**src/mtep_pkg.sv**
```systemverilog
`timescale 1ns / 1ps
// ----------------------------------------------------------------------------
// MIDI track event parser package
// Shared widths, codes, item types and the status byte length lookup.
// ----------------------------------------------------------------------------
package mtep_pkg;

   localparam int VALUE_WIDTH_DEF = 28;
   localparam int QUEUE_DEPTH_DEF = 4;
   localparam int FIELD_W         = 28;
   localparam int LIMIT_W         = 16;

   localparam logic [LIMIT_W-1:0] LIMIT_RESET = 16'd256;

   localparam logic [8:0] TYPE_CHANNEL = 9'd256;
   localparam logic [8:0] TYPE_SYSEX   = 9'd257;
   localparam logic [8:0] TYPE_ARBIT   = 9'd258;

   localparam logic [7:0] META_SEQNO = 8'h00;
   localparam logic [7:0] META_EOT   = 8'h2f;
   localparam logic [7:0] META_TEMPO = 8'h51;

   localparam logic [7:0] STATUS_SYSEX = 8'hf0;
   localparam logic [7:0] STATUS_ARBIT = 8'hf7;
   localparam logic [7:0] STATUS_META  = 8'hff;

   localparam logic [1:0] KIND_HEADER = 2'd0;
   localparam logic [1:0] KIND_DATA   = 2'd1;
   localparam logic [1:0] KIND_ERROR  = 2'd2;

   localparam logic [1:0] ERR_NONE       = 2'd0;
   localparam logic [1:0] ERR_NO_STATUS  = 2'd1;
   localparam logic [1:0] ERR_SHORT_META = 2'd2;

   // Commands passed from the parser to the result sequencer.
   localparam logic [2:0] CMD_ERROR  = 3'd0;
   localparam logic [2:0] CMD_HEADER = 3'd1;
   localparam logic [2:0] CMD_DATA   = 3'd2;
   localparam logic [2:0] CMD_CHAN2  = 3'd3;
   localparam logic [2:0] CMD_CHAN3  = 3'd4;

   localparam logic [1:0] SIZE_BY_NIBBLE [8] = '{
      2'd3, 2'd3, 2'd3, 2'd3, 2'd2, 2'd2, 2'd3, 2'd0
   };

   typedef struct packed {
      logic [1:0]         kind;
      logic [FIELD_W-1:0] delta_time;
      logic [8:0]         event_type;
      logic [FIELD_W-1:0] event_length;
      logic [7:0]         data_byte;
      logic               truncated;
      logic               end_of_track;
      logic [1:0]         error_code;
      logic               last;
   } result_type;

   typedef struct packed {
      logic [2:0]         code;
      logic [FIELD_W-1:0] delta;
      logic [8:0]         etype;
      logic [FIELD_W-1:0] len;
      logic               trunc;
      logic               eot;
      logic [1:0]         err;
      logic [7:0]         byte0;
      logic [7:0]         byte1;
      logic               last;
   } cmd_type;

   typedef struct packed {
      logic    valid;
      cmd_type cmd;
   } queue_slot_type;

   // Message length, status byte included, for a channel or system status.
   function automatic logic [1:0] msg_size(input logic [7:0] s);
      logic [1:0] len;
      len = SIZE_BY_NIBBLE[s[6:4]];
      if (len == 2'd0) begin
         if (s == STATUS_SYSEX) begin
            len = 2'd0;
         end else if (s inside {8'hf1, 8'hf3}) begin
            len = 2'd2;
         end else if (s == 8'hf2) begin
            len = 2'd3;
         end else begin
            len = 2'd1;
         end
      end
      return len;
   endfunction

endpackage

```
**src/mtep_req_if.sv**
```systemverilog
`timescale 1ns / 1ps
// ----------------------------------------------------------------------------
// Track byte channel
// Valid/ready channel carrying one raw track byte per item.
// ----------------------------------------------------------------------------
interface mtep_req_if;
   logic       valid;
   logic       ready;
   logic [7:0] byte_in;

   modport source(output valid, output byte_in, input ready);
   modport sink(input valid, input byte_in, output ready);
endinterface

```
**src/mtep_rsp_if.sv**
```systemverilog
`timescale 1ns / 1ps
// ----------------------------------------------------------------------------
// Parse result channel
// Valid/ready channel carrying one header, data or error result per item.
// ----------------------------------------------------------------------------
interface mtep_rsp_if;
   logic                 valid;
   logic                 ready;
   mtep_pkg::result_type payload;

   modport source(output valid, output payload, input ready);
   modport sink(input valid, input payload, output ready);
endinterface

```
**src/midi_track_event_parser_unit.sv**
```systemverilog
`timescale 1ns / 1ps
// ----------------------------------------------------------------------------
// MIDI track event parser
// Decodes the events of a standard MIDI file track body, one byte per item.
//
// req_chan carries the raw track bytes; rsp_chan carries header, data and
// error results. csr_wr_en/csr_wr_data write the per-event storage limit
// for sysex, arbitrary and meta data (reset value 256).
// A byte is taken in every cycle while the command queue has room. The
// first result of a byte is registered in the queue and then in the output
// register. A status byte of a channel message yields two results and a data
// byte under running status yields three, while the output register drains
// one result per cycle; the queue absorbs those bursts, so the sustained rate
// is one byte per cycle as long as the bytes average no more than one result
// each. When the receiver stalls, the output register holds its result, the
// queue fills, and req_chan.ready drops once all QUEUE_DEPTH entries are used.
// Reset clears the parse state, the queue and the output valid flag and
// restores the storage limit; there is no clearing pass.
// ----------------------------------------------------------------------------
module midi_track_event_parser_unit #(
   parameter int VALUE_WIDTH = mtep_pkg::VALUE_WIDTH_DEF,
   parameter int QUEUE_DEPTH = mtep_pkg::QUEUE_DEPTH_DEF
) (
   input  logic                         clock,
   input  logic                         reset,
   mtep_req_if.sink                     req_chan,
   mtep_rsp_if.source                   rsp_chan,
   input  logic                         csr_wr_en,
   input  logic [mtep_pkg::LIMIT_W-1:0] csr_wr_data
);

   mtep_pkg::queue_slot_type push;
   mtep_pkg::queue_slot_type head;
   logic                     queue_full;
   logic                     pop;

   mtep_front #(
      .VALUE_WIDTH(VALUE_WIDTH)
   ) u_front (
      .clock      (clock),
      .reset      (reset),
      .req        (req_chan),
      .csr_wr_en  (csr_wr_en),
      .csr_wr_data(csr_wr_data),
      .queue_full (queue_full),
      .push       (push)
   );

   mtep_queue #(
      .QUEUE_DEPTH(QUEUE_DEPTH)
   ) u_queue (
      .clock(clock),
      .reset(reset),
      .push (push),
      .pop  (pop),
      .full (queue_full),
      .head (head)
   );

   mtep_back u_back (
      .clock(clock),
      .reset(reset),
      .head (head),
      .pop  (pop),
      .rsp  (rsp_chan)
   );

endmodule

```
**src/mtep_front.sv**
```systemverilog
`timescale 1ns / 1ps
// ----------------------------------------------------------------------------
// Track byte parser
// Accepts one byte per cycle while the command queue has room, tracks the event phase and pushes one command
// per byte that yields results.
// ----------------------------------------------------------------------------
module mtep_front #(
   parameter int VALUE_WIDTH = mtep_pkg::VALUE_WIDTH_DEF
) (
   input  logic                         clock,
   input  logic                         reset,
   mtep_req_if.sink                     req,
   input  logic                         csr_wr_en,
   input  logic [mtep_pkg::LIMIT_W-1:0] csr_wr_data,
   input  logic                         queue_full,
   output mtep_pkg::queue_slot_type     push
);

   localparam int VW    = VALUE_WIDTH;
   localparam int LW    = mtep_pkg::LIMIT_W;
   localparam int OW    = mtep_pkg::FIELD_W;
   localparam int EXT_W = VW + OW;
   localparam int CW    = VW + LW;

   localparam logic [2:0] PH_DELTA    = 3'd0;
   localparam logic [2:0] PH_STATUS   = 3'd1;
   localparam logic [2:0] PH_METATYPE = 3'd2;
   localparam logic [2:0] PH_LENGTH   = 3'd3;
   localparam logic [2:0] PH_DATA     = 3'd4;
   localparam logic [2:0] PH_SKIP     = 3'd5;

   localparam logic [VW-1:0] VALUE_MAX = {VW{1'b1}};

   logic [2:0]    phase_ff, phase_in;
   logic [VW-1:0] acc_ff, acc_in;
   logic [VW-1:0] delta_ff, delta_in;
   logic [7:0]    rstat_ff, rstat_in;
   logic [8:0]    ctype_ff, ctype_in;
   logic [VW-1:0] remain_ff, remain_in;
   logic [LW-1:0] emitted_ff, emitted_in;
   logic [LW-1:0] limit_ff, limit_in;

   logic            accept;
   logic [7:0]      c;
   logic [VW+6:0]   acc_shift;
   logic [VW-1:0]   vl_next;
   logic [VW-1:0]   rem_dec;
   logic [LW-1:0]   emit_inc;
   logic [1:0]      msg_len;
   logic [1:0]      msg_rem;
   logic            trunc;
   logic [CW-1:0]   len_wide;
   logic [CW-1:0]   limit_wide;
   logic [CW-1:0]   shown_wide;
   mtep_pkg::queue_slot_type push_v;

   function automatic logic [OW-1:0] to_field(input logic [VW-1:0] v);
      logic [EXT_W-1:0] e;
      e = {{OW{1'b0}}, v};
      return e[OW-1:0];
   endfunction

   assign req.ready = !queue_full;
   assign accept    = req.valid && !queue_full;
   assign c         = req.byte_in;
   assign push      = push_v;

   // One step of a variable-length value, saturating at the value width.
   assign acc_shift = {acc_ff, 7'b0} | {{VW{1'b0}}, c[6:0]};
   assign vl_next   = (|acc_shift[VW+6:VW]) ? VALUE_MAX : acc_shift[VW-1:0];

   assign rem_dec    = remain_ff - VW'(1);
   assign emit_inc   = emitted_ff + LW'(1);
   assign len_wide   = CW'(vl_next);
   assign limit_wide = CW'(limit_ff);
   assign trunc      = len_wide > limit_wide;
   assign shown_wide = trunc ? limit_wide : len_wide;

   always_comb begin
      phase_in   = phase_ff;
      acc_in     = acc_ff;
      delta_in   = delta_ff;
      rstat_in   = rstat_ff;
      ctype_in   = ctype_ff;
      remain_in  = remain_ff;
      emitted_in = emitted_ff;
      limit_in   = csr_wr_en ? csr_wr_data : limit_ff;
      msg_len    = 2'd0;
      msg_rem    = 2'd0;
      push_v           = '0;
      push_v.cmd.delta = to_field(delta_ff);
      push_v.cmd.etype = ctype_ff;
      push_v.cmd.err   = mtep_pkg::ERR_NONE;

      if (accept) begin
         case (phase_ff)
            PH_STATUS: begin
               if (c == mtep_pkg::STATUS_SYSEX || c == mtep_pkg::STATUS_ARBIT) begin
                  ctype_in = (c == mtep_pkg::STATUS_SYSEX) ? mtep_pkg::TYPE_SYSEX
                                                           : mtep_pkg::TYPE_ARBIT;
                  acc_in   = '0;
                  phase_in = PH_LENGTH;
               end else if (c == mtep_pkg::STATUS_META) begin
                  phase_in = PH_METATYPE;
               end else begin
                  ctype_in         = mtep_pkg::TYPE_CHANNEL;
                  push_v.valid     = 1'b1;
                  push_v.cmd.etype = mtep_pkg::TYPE_CHANNEL;
                  if (c[7]) begin
                     if (c < mtep_pkg::STATUS_SYSEX) begin
                        rstat_in = c;
                     end
                     msg_len          = mtep_pkg::msg_size(c);
                     msg_rem          = msg_len - 2'd1;
                     push_v.cmd.code  = mtep_pkg::CMD_CHAN2;
                     push_v.cmd.len   = OW'(msg_len);
                     push_v.cmd.byte0 = c;
                     push_v.cmd.last  = (msg_rem == 2'd0);
                     remain_in        = VW'(msg_rem);
                     phase_in         = (msg_rem == 2'd0) ? PH_DELTA : PH_DATA;
                  end else if (rstat_ff == 8'd0) begin
                     // A data byte with no running status is dropped and reported as an error.
                     push_v.cmd.code = mtep_pkg::CMD_ERROR;
                     push_v.cmd.err  = mtep_pkg::ERR_NO_STATUS;
                     push_v.cmd.last = 1'b1;
                     phase_in        = PH_DELTA;
                  end else begin
                     msg_len          = mtep_pkg::msg_size(rstat_ff);
                     msg_rem          = msg_len - 2'd2;
                     push_v.cmd.code  = mtep_pkg::CMD_CHAN3;
                     push_v.cmd.len   = OW'(msg_len);
                     push_v.cmd.byte0 = rstat_ff;
                     push_v.cmd.byte1 = c;
                     push_v.cmd.last  = (msg_rem == 2'd0);
                     remain_in        = VW'(msg_rem);
                     phase_in         = (msg_rem == 2'd0) ? PH_DELTA : PH_DATA;
                  end
               end
            end
            PH_METATYPE: begin
               ctype_in = {1'b0, c};
               acc_in   = '0;
               phase_in = PH_LENGTH;
            end
            PH_LENGTH: begin
               acc_in = vl_next;
               if (!c[7]) begin
                  acc_in       = '0;
                  remain_in    = vl_next;
                  push_v.valid = 1'b1;
                  if ((ctype_ff == {1'b0, mtep_pkg::META_SEQNO} && vl_next < VW'(2)) ||
                      (ctype_ff == {1'b0, mtep_pkg::META_TEMPO} && vl_next < VW'(3))) begin
                     push_v.cmd.code = mtep_pkg::CMD_ERROR;
                     push_v.cmd.err  = mtep_pkg::ERR_SHORT_META;
                     push_v.cmd.len  = to_field(vl_next);
                     push_v.cmd.last = 1'b1;
                     phase_in        = (vl_next == '0) ? PH_DELTA : PH_SKIP;
                  end else begin
                     push_v.cmd.code  = mtep_pkg::CMD_HEADER;
                     push_v.cmd.len   = shown_wide[OW-1:0];
                     push_v.cmd.trunc = trunc;
                     push_v.cmd.eot   = (ctype_ff == {1'b0, mtep_pkg::META_EOT});
                     push_v.cmd.last  = (shown_wide == '0);
                     emitted_in       = '0;
                     phase_in         = (vl_next == '0) ? PH_DELTA : PH_DATA;
                  end
               end
            end
            PH_DATA: begin
               remain_in        = rem_dec;
               push_v.cmd.code  = mtep_pkg::CMD_DATA;
               push_v.cmd.byte0 = c;
               if (ctype_ff == mtep_pkg::TYPE_CHANNEL) begin
                  push_v.valid    = 1'b1;
                  push_v.cmd.last = (rem_dec == '0);
               end else if (emitted_ff < limit_ff) begin
                  emitted_in      = emit_inc;
                  push_v.valid    = 1'b1;
                  push_v.cmd.last = (rem_dec == '0) || (emit_inc >= limit_ff);
               end
               if (rem_dec == '0) begin
                  phase_in = PH_DELTA;
               end
            end
            PH_SKIP: begin
               remain_in = rem_dec;
               if (rem_dec == '0) begin
                  phase_in = PH_DELTA;
               end
            end
            default: begin
               // Delta time; the unused phase codes behave the same way.
               acc_in = vl_next;
               if (!c[7]) begin
                  delta_in = vl_next;
                  acc_in   = '0;
                  phase_in = PH_STATUS;
               end
            end
         endcase
      end
   end

   always_ff @(posedge clock) begin
      if (reset) begin
         phase_ff   <= PH_DELTA;
         acc_ff     <= '0;
         delta_ff   <= '0;
         rstat_ff   <= '0;
         ctype_ff   <= '0;
         remain_ff  <= '0;
         emitted_ff <= '0;
         limit_ff   <= mtep_pkg::LIMIT_RESET;
      end else begin
         phase_ff   <= phase_in;
         acc_ff     <= acc_in;
         delta_ff   <= delta_in;
         rstat_ff   <= rstat_in;
         ctype_ff   <= ctype_in;
         remain_ff  <= remain_in;
         emitted_ff <= emitted_in;
         limit_ff   <= limit_in;
      end
   end

endmodule

```
**src/mtep_queue.sv**
```systemverilog
`timescale 1ns / 1ps
// ----------------------------------------------------------------------------
// Command queue
// Small FIFO of parser commands between the parser and the sequencer.
// ----------------------------------------------------------------------------
module mtep_queue #(
   parameter int QUEUE_DEPTH = mtep_pkg::QUEUE_DEPTH_DEF
) (
   input  logic                     clock,
   input  logic                     reset,
   input  mtep_pkg::queue_slot_type push,
   input  logic                     pop,
   output logic                     full,
   output mtep_pkg::queue_slot_type head
);

   localparam int PTR_W = $clog2(QUEUE_DEPTH);
   localparam int CNT_W = $clog2(QUEUE_DEPTH + 1);

   mtep_pkg::cmd_type mem [QUEUE_DEPTH];

   logic [PTR_W-1:0] wr_ptr_ff, wr_ptr_in;
   logic [PTR_W-1:0] rd_ptr_ff, rd_ptr_in;
   logic [CNT_W-1:0] count_ff, count_in;
   logic             do_push;
   logic             do_pop;

   assign full       = (count_ff == CNT_W'(QUEUE_DEPTH));
   assign do_push    = push.valid && !full;
   assign do_pop     = pop && (count_ff != '0);
   assign head.valid = (count_ff != '0);
   assign head.cmd   = mem[rd_ptr_ff];

   always_comb begin
      wr_ptr_in = wr_ptr_ff;
      rd_ptr_in = rd_ptr_ff;
      count_in  = count_ff;
      if (do_push) begin
         wr_ptr_in = (wr_ptr_ff == PTR_W'(QUEUE_DEPTH - 1)) ? '0 : wr_ptr_ff + PTR_W'(1);
      end
      if (do_pop) begin
         rd_ptr_in = (rd_ptr_ff == PTR_W'(QUEUE_DEPTH - 1)) ? '0 : rd_ptr_ff + PTR_W'(1);
      end
      case ({do_push, do_pop})
         2'b10:   count_in = count_ff + CNT_W'(1);
         2'b01:   count_in = count_ff - CNT_W'(1);
         default: count_in = count_ff;
      endcase
   end

   always_ff @(posedge clock) begin
      if (do_push) begin
         mem[wr_ptr_ff] <= push.cmd;
      end
   end

   always_ff @(posedge clock) begin
      if (reset) begin
         wr_ptr_ff <= '0;
         rd_ptr_ff <= '0;
         count_ff  <= '0;
      end else begin
         wr_ptr_ff <= wr_ptr_in;
         rd_ptr_ff <= rd_ptr_in;
         count_ff  <= count_in;
      end
   end

endmodule

```
**src/mtep_back.sv**
```systemverilog
`timescale 1ns / 1ps
// ----------------------------------------------------------------------------
// Result sequencer
// Expands each queued command into one to three results and holds them in
// an output register until the receiver takes them.
// ----------------------------------------------------------------------------
module mtep_back (
   input  logic                     clock,
   input  logic                     reset,
   input  mtep_pkg::queue_slot_type head,
   output logic                     pop,
   mtep_rsp_if.source               rsp
);

   logic                 out_valid_ff, out_valid_in;
   mtep_pkg::result_type out_ff, out_in;
   logic [1:0]           sub_ff, sub_in;
   mtep_pkg::result_type res;
   logic                 final_res;
   logic                 load;

   assign rsp.valid   = out_valid_ff;
   assign rsp.payload = out_ff;
   assign load        = !out_valid_ff || rsp.ready;

   always_comb begin
      res            = '0;
      res.delta_time = head.cmd.delta;
      res.event_type = head.cmd.etype;
      final_res      = 1'b1;
      case (head.cmd.code)
         mtep_pkg::CMD_ERROR: begin
            res.kind         = mtep_pkg::KIND_ERROR;
            res.event_length = head.cmd.len;
            res.error_code   = head.cmd.err;
            res.last         = 1'b1;
         end
         mtep_pkg::CMD_HEADER: begin
            res.kind         = mtep_pkg::KIND_HEADER;
            res.event_length = head.cmd.len;
            res.truncated    = head.cmd.trunc;
            res.end_of_track = head.cmd.eot;
            res.last         = head.cmd.last;
         end
         mtep_pkg::CMD_DATA: begin
            res.kind      = mtep_pkg::KIND_DATA;
            res.data_byte = head.cmd.byte0;
            res.last      = head.cmd.last;
         end
         mtep_pkg::CMD_CHAN2, mtep_pkg::CMD_CHAN3: begin
            // Header first, then the status byte, then the byte that came in
            // under running status.
            if (sub_ff == 2'd0) begin
               res.kind         = mtep_pkg::KIND_HEADER;
               res.event_length = head.cmd.len;
               final_res        = 1'b0;
            end else if (sub_ff == 2'd1) begin
               res.kind      = mtep_pkg::KIND_DATA;
               res.data_byte = head.cmd.byte0;
               final_res     = (head.cmd.code == mtep_pkg::CMD_CHAN2);
               res.last      = final_res && head.cmd.last;
            end else begin
               res.kind      = mtep_pkg::KIND_DATA;
               res.data_byte = head.cmd.byte1;
               res.last      = head.cmd.last;
            end
         end
         default: begin
            res.kind = mtep_pkg::KIND_ERROR;
         end
      endcase
   end

   always_comb begin
      out_valid_in = out_valid_ff;
      out_in       = out_ff;
      sub_in       = sub_ff;
      pop          = 1'b0;
      if (load) begin
         out_valid_in = head.valid;
         out_in       = res;
         if (head.valid) begin
            if (final_res) begin
               pop    = 1'b1;
               sub_in = 2'd0;
            end else begin
               sub_in = sub_ff + 2'd1;
            end
         end
      end
   end

   always_ff @(posedge clock) begin
      out_ff <= out_in;
   end

   always_ff @(posedge clock) begin
      if (reset) begin
         out_valid_ff <= 1'b0;
         sub_ff       <= 2'd0;
      end else begin
         out_valid_ff <= out_valid_in;
         sub_ff       <= sub_in;
      end
   end

endmodule

```
**src/flat_wrapper.sv**
```systemverilog
// flat-port wrapper written by rule: the top's interface ports become plain ports
module midi_track_event_parser_unit_flat 
#(
   parameter int VALUE_WIDTH = mtep_pkg::VALUE_WIDTH_DEF,
   parameter int QUEUE_DEPTH = mtep_pkg::QUEUE_DEPTH_DEF
)
  (clock, reset, csr_wr_en, csr_wr_data, req_chan_valid, req_chan_byte_in, req_chan_ready, rsp_chan_valid, rsp_chan_payload, rsp_chan_ready);
  mtep_req_if req_chan_i ();
  mtep_rsp_if rsp_chan_i ();
  input  logic clock;
  input  logic reset;
  input  logic csr_wr_en;
  input  logic [mtep_pkg::LIMIT_W-1:0] csr_wr_data;
  input wire logic [$bits(req_chan_i.valid)-1:0] req_chan_valid;
  input wire logic [$bits(req_chan_i.byte_in)-1:0] req_chan_byte_in;
  output wire logic [$bits(req_chan_i.ready)-1:0] req_chan_ready;
  output wire logic [$bits(rsp_chan_i.valid)-1:0] rsp_chan_valid;
  output wire logic [$bits(rsp_chan_i.payload)-1:0] rsp_chan_payload;
  input wire logic [$bits(rsp_chan_i.ready)-1:0] rsp_chan_ready;
  assign req_chan_i.valid = req_chan_valid;
  assign req_chan_i.byte_in = req_chan_byte_in;
  assign req_chan_ready = req_chan_i.ready;
  assign rsp_chan_valid = rsp_chan_i.valid;
  assign rsp_chan_payload = rsp_chan_i.payload;
  assign rsp_chan_i.ready = rsp_chan_ready;
  midi_track_event_parser_unit #(.VALUE_WIDTH(VALUE_WIDTH), .QUEUE_DEPTH(QUEUE_DEPTH)) u_core (.clock(clock), .reset(reset), .req_chan(req_chan_i), .rsp_chan(rsp_chan_i), .csr_wr_en(csr_wr_en), .csr_wr_data(csr_wr_data));
endmodule
```
**config.mk**
```make
export PLATFORM = sky130hd
export DESIGN_NAME = midi_track_event_parser_unit_flat
export DESIGN_NICKNAME = d
export VERILOG_FILES = /design/src/mtep_pkg.sv /design/src/mtep_req_if.sv /design/src/mtep_rsp_if.sv /design/src/midi_track_event_parser_unit.sv /design/src/mtep_front.sv /design/src/mtep_queue.sv /design/src/mtep_back.sv /design/src/flat_wrapper.sv
export SDC_FILE = /design/constraint.sdc
export NUM_CORES = 1
export LEC_CHECK = 0
export ABC_AREA = 1
export BUFFER_PORTS_ARGS = -buffer_cell sky130_fd_sc_hd__buf_2
export CAP_MARGIN = 15
export CORE_ASPECT_RATIO = 1.25
export CORE_MARGIN = 2
export CORE_UTILIZATION = 41
export CTS_CLUSTER_DIAMETER = 100
export DETAILED_ROUTE_END_ITERATION = 6
export PLACE_DENSITY = 0.63
export SLEW_MARGIN = 20
export SYNTH_ARGS = -nofsm -noshare
export SYNTH_HDL_FRONTEND = slang
export SYNTH_SLANG_ARGS = --single-unit
```
**constraint.sdc**
```tcl
create_clock -name clock -period 5.6 [get_ports clock]
set_input_delay 0.28 -clock clock [delete_from_list [all_inputs] [get_ports clock]]
set_output_delay 0.28 -clock clock [all_outputs]
set_load 0.1 [all_outputs]
```
==> results.py, run 1 <==
metrics = {
    "logic_synthesis": {
        "syn_area_per_cell_sq_um": 10.2,
        "synthDistinctLibCells": 57,
        "synth_top_area_cell": "edfxtp_1",
        "ys.flop_type": "edfxtp_1",
        "netlist_area_sq_um": 25100,
        "synth_top_cells_by_count": "edfxtp_1 (432), nor2_1 (424), nand2_1 (294)",
        "synth_cells": 2459,
        "yosysMostFrequentCell": "edfxtp_1",
        "ys_warn_count": 0,
        "synthArstFlopShare_pct": 0,
        "yosys-top-cells-area": "edfxtp_1 (52%), dfxtp_1 (12%), nor2_1 (6.3%), o21ai_0 (5.8%), nand2_1 (4.4%)",
        "seq_area_frac_synth_pct": 63.5,
        "synth_top_cell_area_share_pct": 51.7,
        "ys_ff_latch": 580,
        "synth_edf_count": 432,
    },
    "routing": {
        "wl_per_cell_um": 18.5,
        "drc": 0,
        "routed_via_density": 5.32,
        "ant_nets": 0,
        "wl_met1_um": 27200,
        "wl_met2_um": 30900,
        "wl_met3_um": 3280,
        "postRouteWirelength_um": 63100,
        "top_layer_used": "met5",
        "vias": 18100,
        "drtIter0Drc": 1391,
        "drt-pass1-iter-count": 6,
    },
    "clock_tree": {
        "clock-sinks": 580,
        "cts_buffers": 56,
        "clockBufferDepth": 3,
        "post_cts_resized": 0,
        "clockRootBuffer": "clkbuf_16",
        "h-tree-depth": 2,
        "cts_tree": "done",
        "clk_pin_slew_ns": 0.07,
        "insertion_delay_ns": 0.61,
    },
    "place": {
        "dp.cells": 3287,
        "dpl.hpwl_um": 41500,
        "io_buffer_count": 110,
        "gp_congestion": 0.888,
    },
    "critical_path": {
        "ff2ff_setup_slack_ns": 1.54,
        "reg2regPathDepth": 23,
        "r2r-start": "u_core.u_front.acc_ff[22]",
        "worst_setup_path_start_kind": "flip-flop",
        "worstPathRequired_ns": 5.98,
        "cpMaxStageDelayCell": "nor2_1",
        "crit_fanout": 24,
        "crit_type": "reg2reg",
        "path_cells": "nor2_1 > nand2_1 > nor2_4 > inv_2 > nor2_1 > inv_1 > ha_1 > nand4_1 > nor2_1 > nand2_1 > nand3_1 > nand2_1 > nand2_1 > nand2_1 > nand2_4 > nand2_1 > o21ai_0 > nand2_1 > nor2_1 > nand2_1 > nand2_1 > nand2_1 > a21oi_1",
        "cpPeakStageDelay_ns": 0.41,
        "path_common_cell": "nand2_1",
        "endpoint_kind": "flip-flop",
        "arrival_ns": 4.44,
        "worst_r2r_endpoint": "u_core.u_queue.mem[3][0]",
    },
    "final_layout": {
        "drive_above_1_share_pct": 10.1,
        "area_growth_pct": 13.5,
        "seq_area_sq_um": 15900,
        "nets": 2678,
        "fillers": 5623,
        "multi_input_area_sq_um": 8120,
        "final_cells": 3406,
    },
    "sta": {
        "finalSetupViolCount": 0,
        "tightest_slew_ns": 1.03,
        "min_period_over_period_pct": 72.6,
        "min_period_ns": 4.06,
        "holdWs_ns": 0.0548,
        "hold_viol": 0,
        "max_freq_ghz": 0.246,
        "slew_headroom_pct": 31.4,
        "finalClockSkew_ns": 0.0274,
        "drv_slew": 0,
        "rsz0062_at_grt": "false",
    },
    "die": {
        "die_area_sq_um": 63200,
        "num_rows": 101,
        "io_pins": 111,
        "die_h_um": 280,
        "initial_core_util_pct": 41.3,
        "die_x_um": 225,
        "core_area_sq_um": 60700,
    },
    "power": {
        "p_per_area_nw_per_um2": 514,
        "ir_drop_v": 0.000356,
        "power.leakage_nw": 11.0,
    },
    "global_route": {
        "grt_use_total_pct": 19.8,
        "antenna_found_initial": 2,
        "grt_pass1_vias": 17400,
        "gr-total-overflow": 0,
        "grt_pass1_wl_um": 97000,
        "grt_max_degree": 113,
    },
    "hold_path": {
        "holdPathEnd": "u_core.u_front.rstat_ff[0]",
        "hold_path_depth": 3,
        "min_from": "req_chan_byte_in[0]",
        "hp-class": "in2reg",
    },
    "run": {
        "maxCapViolations": 0,
    },
    "outcome": {
        "status": "finished, final reports clean",
    },
}
==> cell usage in the layout, fill, tap and decap left out, types with 5 or more instances in the layout <==
master	count
o21ai_1	9
a211oi_1	5
ha_1	61
buf_4	12
nor2_4	9
clkinv_2	12
clkbuf_16	56
dfxtp_1	146
inv_2	10
a21oi_1	210
clkinv_1	10
nor3_1	21
bufinv_16	7
o21ai_0	289
mux2_2	7
xor2_1	22
dlygate4sd3_1	14
nor2_1	420
inv_1	186
nand4_1	14
buf_2	110
a31oi_1	10
nor2_2	5
nor4_1	8
clkbuf_1	12
o22ai_1	66
nand2_2	6
nand3_1	53
a22o_1	7
edfxtp_1	432
conb_1	48
nand2_1	294
==> critical path, delay by kind of cell (launching register included) <==
kind	cells	cell delay (ns)
flip-flops	1	0.31
adder cells (fa/ha/maj)	1	0.32
AND/OR/NAND/NOR	18	2.29
AO/OA/AOI/OAI	2	0.40
buffers and inverters	2	0.49
==> metal layers <==
layer	GRT usage, %	up-vias
li1	-	8746
met1	25.7	8745
met2	33.7	520
met3	3.02	107
met4	6.76	2
met5	0	-
==> through the flow <==
step                      utilization [%]  instance area [sq um]  setup TNS [ns]  setup WS (ns)  total power, mW
final                                46.9                  28500               0           1.54             14.6
after global routing                 46.9                  28500               0           1.04             15.3
after CTS                            46.9                  28500               0           1.56             14.7
after detailed placement             43.7                  26500               0           1.61             10.9
after global placement               43.7                  26500               0           1.69             10.9
after floorplan                         -                  25300         -158.43         -0.450             9.78
==> worst max-delay path by stage <==
stage | startpoint | end | slack (ns) | cells after the start
finish | u_core.u_front.acc_ff[22] | u_core.u_queue.mem[3][0] | 1.54 | 23
global route | u_core.u_front.acc_ff[22] | u_core.u_queue.mem[0][0] | 1.04 | 23
CTS | u_core.u_front.acc_ff[22] | u_core.u_queue.mem[3][0] | 1.56 | 23
detailed placement | u_core.u_front.acc_ff[22] | u_core.u_queue.mem[2][0] | 1.61 | 23
global placement | u_core.u_front.acc_ff[22] | u_core.u_queue.mem[0][0] | 1.69 | 23
floorplan | u_core.u_queue.count_ff[1] | u_core.u_queue.mem[0][0] | -0.45 | 7
==> report_power, final <==
group	total, mW	leakage, nW	internal, mW	switching (mW)
combinational	5.23	4.77	1.04	4.19
sequential	5.62	5.32	5.33	0.289
clock	3.79	0.905	2.19	1.59
==> layout make-up <==
class                   count  area share (%)
diodes                      1         0.00879
repair buffers            140            2.99
inverters                 198            2.62
multi-input cells        1611            28.5
well taps                 772            3.39
flip-flops and latches    580            56.0
clock inverters            33            1.24
clock buffers              71            5.20
==> kinds of logic (layout without fill, tap and decap cells) <==
kind of cell,after synthesis,in the layout,synth area share [%]
compound gates,623,623,13.3
xor+xnor,25,25,0.873
fa+ha+maj,62,62,3.12
buf+inv,315,442,4.91
flops,580,580,63.5
mux,7,7,0.314
other cells,1,49,0.0150
simple gates,846,846,13.9
==> state kept, by name, indices dropped and copies added (netlist names), named ones only <==
register	flops
u_core.u_back.rsp.payload	80
u_core.u_front.acc_ff	28
u_core.u_front.ctype_ff	9
u_core.u_queue.rd_ptr_ff	2
u_core.u_queue.mem	352
u_core.u_front.phase_ff	3
u_core.u_back.sub_ff	2
u_core.u_queue.count_ff	3
u_core.u_front.rstat_ff	8
u_core.u_back.rsp.valid	1
u_core.u_front.emitted_ff	16
u_core.u_front.delta_ff	28
u_core.u_front.limit_ff	16
u_core.u_front.remain_ff	28
u_core.u_queue.wr_ptr_ff	2
==> timing repair <==
item	CTS	global route
setup buffers	0	0
hold endpoints to repair	13	0
hold buffers	14	0
Note: power is estimated with default switching activity, not from simulation.
==> run 2: changes to the inputs <==
clock period = 3.54 ns   (was 5.6 ns; I/O delays follow)
==> run 2 against run 1 <==
Die area is the same. Non-clock buffer count is 63 higher. Global-route usage is 0.093 points higher. Flip-flop and latch count is the same. Clock skew decreased by 0.0012 ns. Power grew 59%. Fmax is 23% higher. Setup slack got worse by 1.3 ns. Largest power group unchanged. Highest routed layer unchanged.
==> results.py, run 2 (synthesis results as in run 1) <==
metrics = {
    "outcome": {
        "status": "finished, final reports clean",
    },
    "sta": {
        "drv_slew": 0,
        "tightest_slew_ns": 1.07,
        "min_period_ns": 3.30,
        "slew_headroom_pct": 28.7,
        "finalClockSkew_ns": 0.0262,
        "fin_ws_ns": 0.244,
        "finalSetupViolCount": 0,
        "tns_ns": 0,
        "hold_viol": 0,
        "min_period_over_period_pct": 93.1,
        "max_freq_ghz": 0.303,
    },
    "critical_path": {
        "critPathBufInv": 3,
        "endpoint_kind": "flip-flop",
        "endpoint": "u_core.u_queue.mem[3][0]",
        "reg2regPathDepth": 20,
        "cpMaxStageDelayCell": "dfxtp_1",
        "crit_fanout": 4,
        "arrival_ns": 3.72,
        "ff2ff_setup_slack_ns": 0.24,
        "worst_r2r_endpoint": "u_core.u_queue.mem[3][0]",
        "r2r-start": "u_core.u_front.emitted_ff[0]",
        "crit_family": "simple AND/OR/NAND/NOR gates",
        "path_cells": "inv_1 > nor3_1 > inv_1 > nor2_1 > nand2_1 > nor2_2 > nand2_2 > nor4_4 > nand2_1 > xor2_1 > ha_1 > nand2_1 > inv_1 > nand3_1 > nor3_1 > nand3_1 > a31o_2 > nand2_1 > a21oi_1 > a21oi_2",
        "path_common_cell": "nand2_1",
        "crit_path_start": "u_core.u_front.emitted_ff[0]",
        "worstPathRequired_ns": 3.96,
        "cpPeakStageDelay_ns": 0.38,
        "crit_type": "reg2reg",
        "worst_setup_path_start_kind": "flip-flop",
        "crit_cells": 20,
    },
    "final_layout": {
        "final_common_cell": "edfxtp_1",
        "area_growth_pct": 15.9,
        "final_cells": 3466,
        "fillers": 5534,
        "drive_above_1_share_pct": 12.2,
        "final_core_util_pct": 47.9,
        "largest_register_ffs": 352,
        "top_register": "u_core.u_queue.mem",
        "nets": 2740,
        "layout_common_cells": "edfxtp_1 (432), nor2_1 (418), nand2_1 (293), o21ai_0 (289), a21oi_1 (209)",
    },
    "die": {
        "die_area_sq_um": 63200,
        "die_h_um": 280,
        "die_x_um": 225,
        "initial_core_util_pct": 41.3,
        "io_pins": 111,
        "core_area_sq_um": 60700,
        "num_rows": 101,
    },
    "power": {
        "p_clk_share_pct": 25.6,
        "seqPwrFrac_pct": 38.0,
        "combPwrFrac_pct": 36.4,
        "total_power_mw": 23.2,
        "power.switching_mw": 9.67,
        "ir_drop_v": 0.000567,
        "p_int_mw": 13.6,
        "switching_share_pct": 41.6,
        "power.leakage_nw": 11.3,
        "p_per_area_nw_per_um2": 800,
    },
    "routing": {
        "postRouteWirelength_um": 63300,
        "ant_nets": 0,
        "vias": 18300,
        "drtIter0Drc": 1551,
        "drt-pass1-iter-count": 6,
        "wl_per_cell_um": 18.3,
        "drc": 0,
        "routed_via_density": 5.28,
    },
    "place": {
        "gp_congestion": 0.956,
        "dp.cells": 3340,
        "io_buffer_count": 110,
        "post-place-ws_ns": 0.0976,
        "dpl.hpwl_um": 41900,
    },
    "hold_path": {
        "hp-class": "in2reg",
        "min_from": "rsp_chan_ready",
    },
    "global_route": {
        "gr-total-overflow": 0,
        "busiest_layer": "met2",
        "gr-usage-met3_pct": 2.52,
        "gr-usage-met2_pct": 33.1,
        "antenna_found_initial": 2,
        "grt_pass1_vias": 17400,
        "grt_max_degree": 107,
        "grt_use_total_pct": 19.9,
        "gr-usage-met1_pct": 26.9,
        "grt_pass1_wl_um": 98200,
    },
    "clock_tree": {
        "cts_tree": "done",
        "clockRootBuffer": "clkbuf_16",
        "cts_buffers": 55,
        "clk_pin_slew_ns": 0.07,
        "insertion_delay_ns": 0.62,
        "clockBufferDepth": 3,
        "h-tree-depth": 2,
        "clock-sinks": 580,
    },
    "run": {
        "maxCapViolations": 0,
    },
}
run 2: cell types whose count changed in the layout (fill, tap and decap cells not counted), moves of 3 or more:
| cell | before | now |
|---|---|---|
| buf_4 | 12 | 61 |
| dlygate4sd3_1 | 14 | 23 |
| buf_12 | 3 | 8 |
| clkbuf_8 | 2 | 6 |
| clkinv_2 | 12 | 8 |
| clkinv_1 | 10 | 7 |
run 2: layer usage:
metal  up-vias  wire (um)
met5         -         13
met4         2       1810
met3       115       3430
met2       522      30300
met1      8787      27700
li1       8862          -
run 2: cell type report:
class	count	area, sq um	area share [%]
inverters	198	749	2.58
diodes	1	2.50	0.00861
well taps	772	966	3.32
repair buffers	203	1410	4.85
multi-input cells	1611	8150	28.0
clock buffers	71	1500	5.15
clock inverters	30	359	1.24
flip-flops and latches	580	15900	54.8
run 2: how the worst min path moves through the flow:
stage                                 endpoint  slack (ns)  cells past startpoint
finish                 u_core.u_back.rsp.valid       0.004                      4
global route        u_core.u_front.ctype_ff[1]        0.03                      3
CTS                    u_core.u_back.rsp.valid       0.006                      4
detailed placement  u_core.u_front.limit_ff[8]        0.41                      3
global placement    u_core.u_front.limit_ff[8]        0.41                      3
floorplan           u_core.u_front.limit_ff[8]        0.29                      1
run 2: worst min-delay path, cell delays in order:
cell and delay, ns:
buf_2 0.08, nor2_1 0.07, o21ai_0 0.19, inv_1 0.05
run 2: stage by stage:
stage	hold slack, ns	area, sq um
after global placement	0.408	26900
after detailed placement	0.409	26900
final	0.00417	29100
after global routing	0.0272	29100
after floorplan	0.290	25300
after CTS	0.00593	29000
run 2: what timing repair did:
action / CTS / global route
setup endpoints to repair: 0 / 8
resized for setup: 0 / 9
hold endpoints to repair: 25 / 0
setup buffers: 0 / 0
hold buffers: 23 / 0
run 2: power by group through the flow:
stage                     logic (mW)  clock network [mW]  registers [mW]
final                           8.47                5.96            8.82
after floorplan                 3.42                   0            12.0
after global routing            9.10                6.33            8.91
after global placement          8.34                   0            8.94
after detailed placement        8.44                   0            8.97
after CTS                       8.49                6.05            8.83
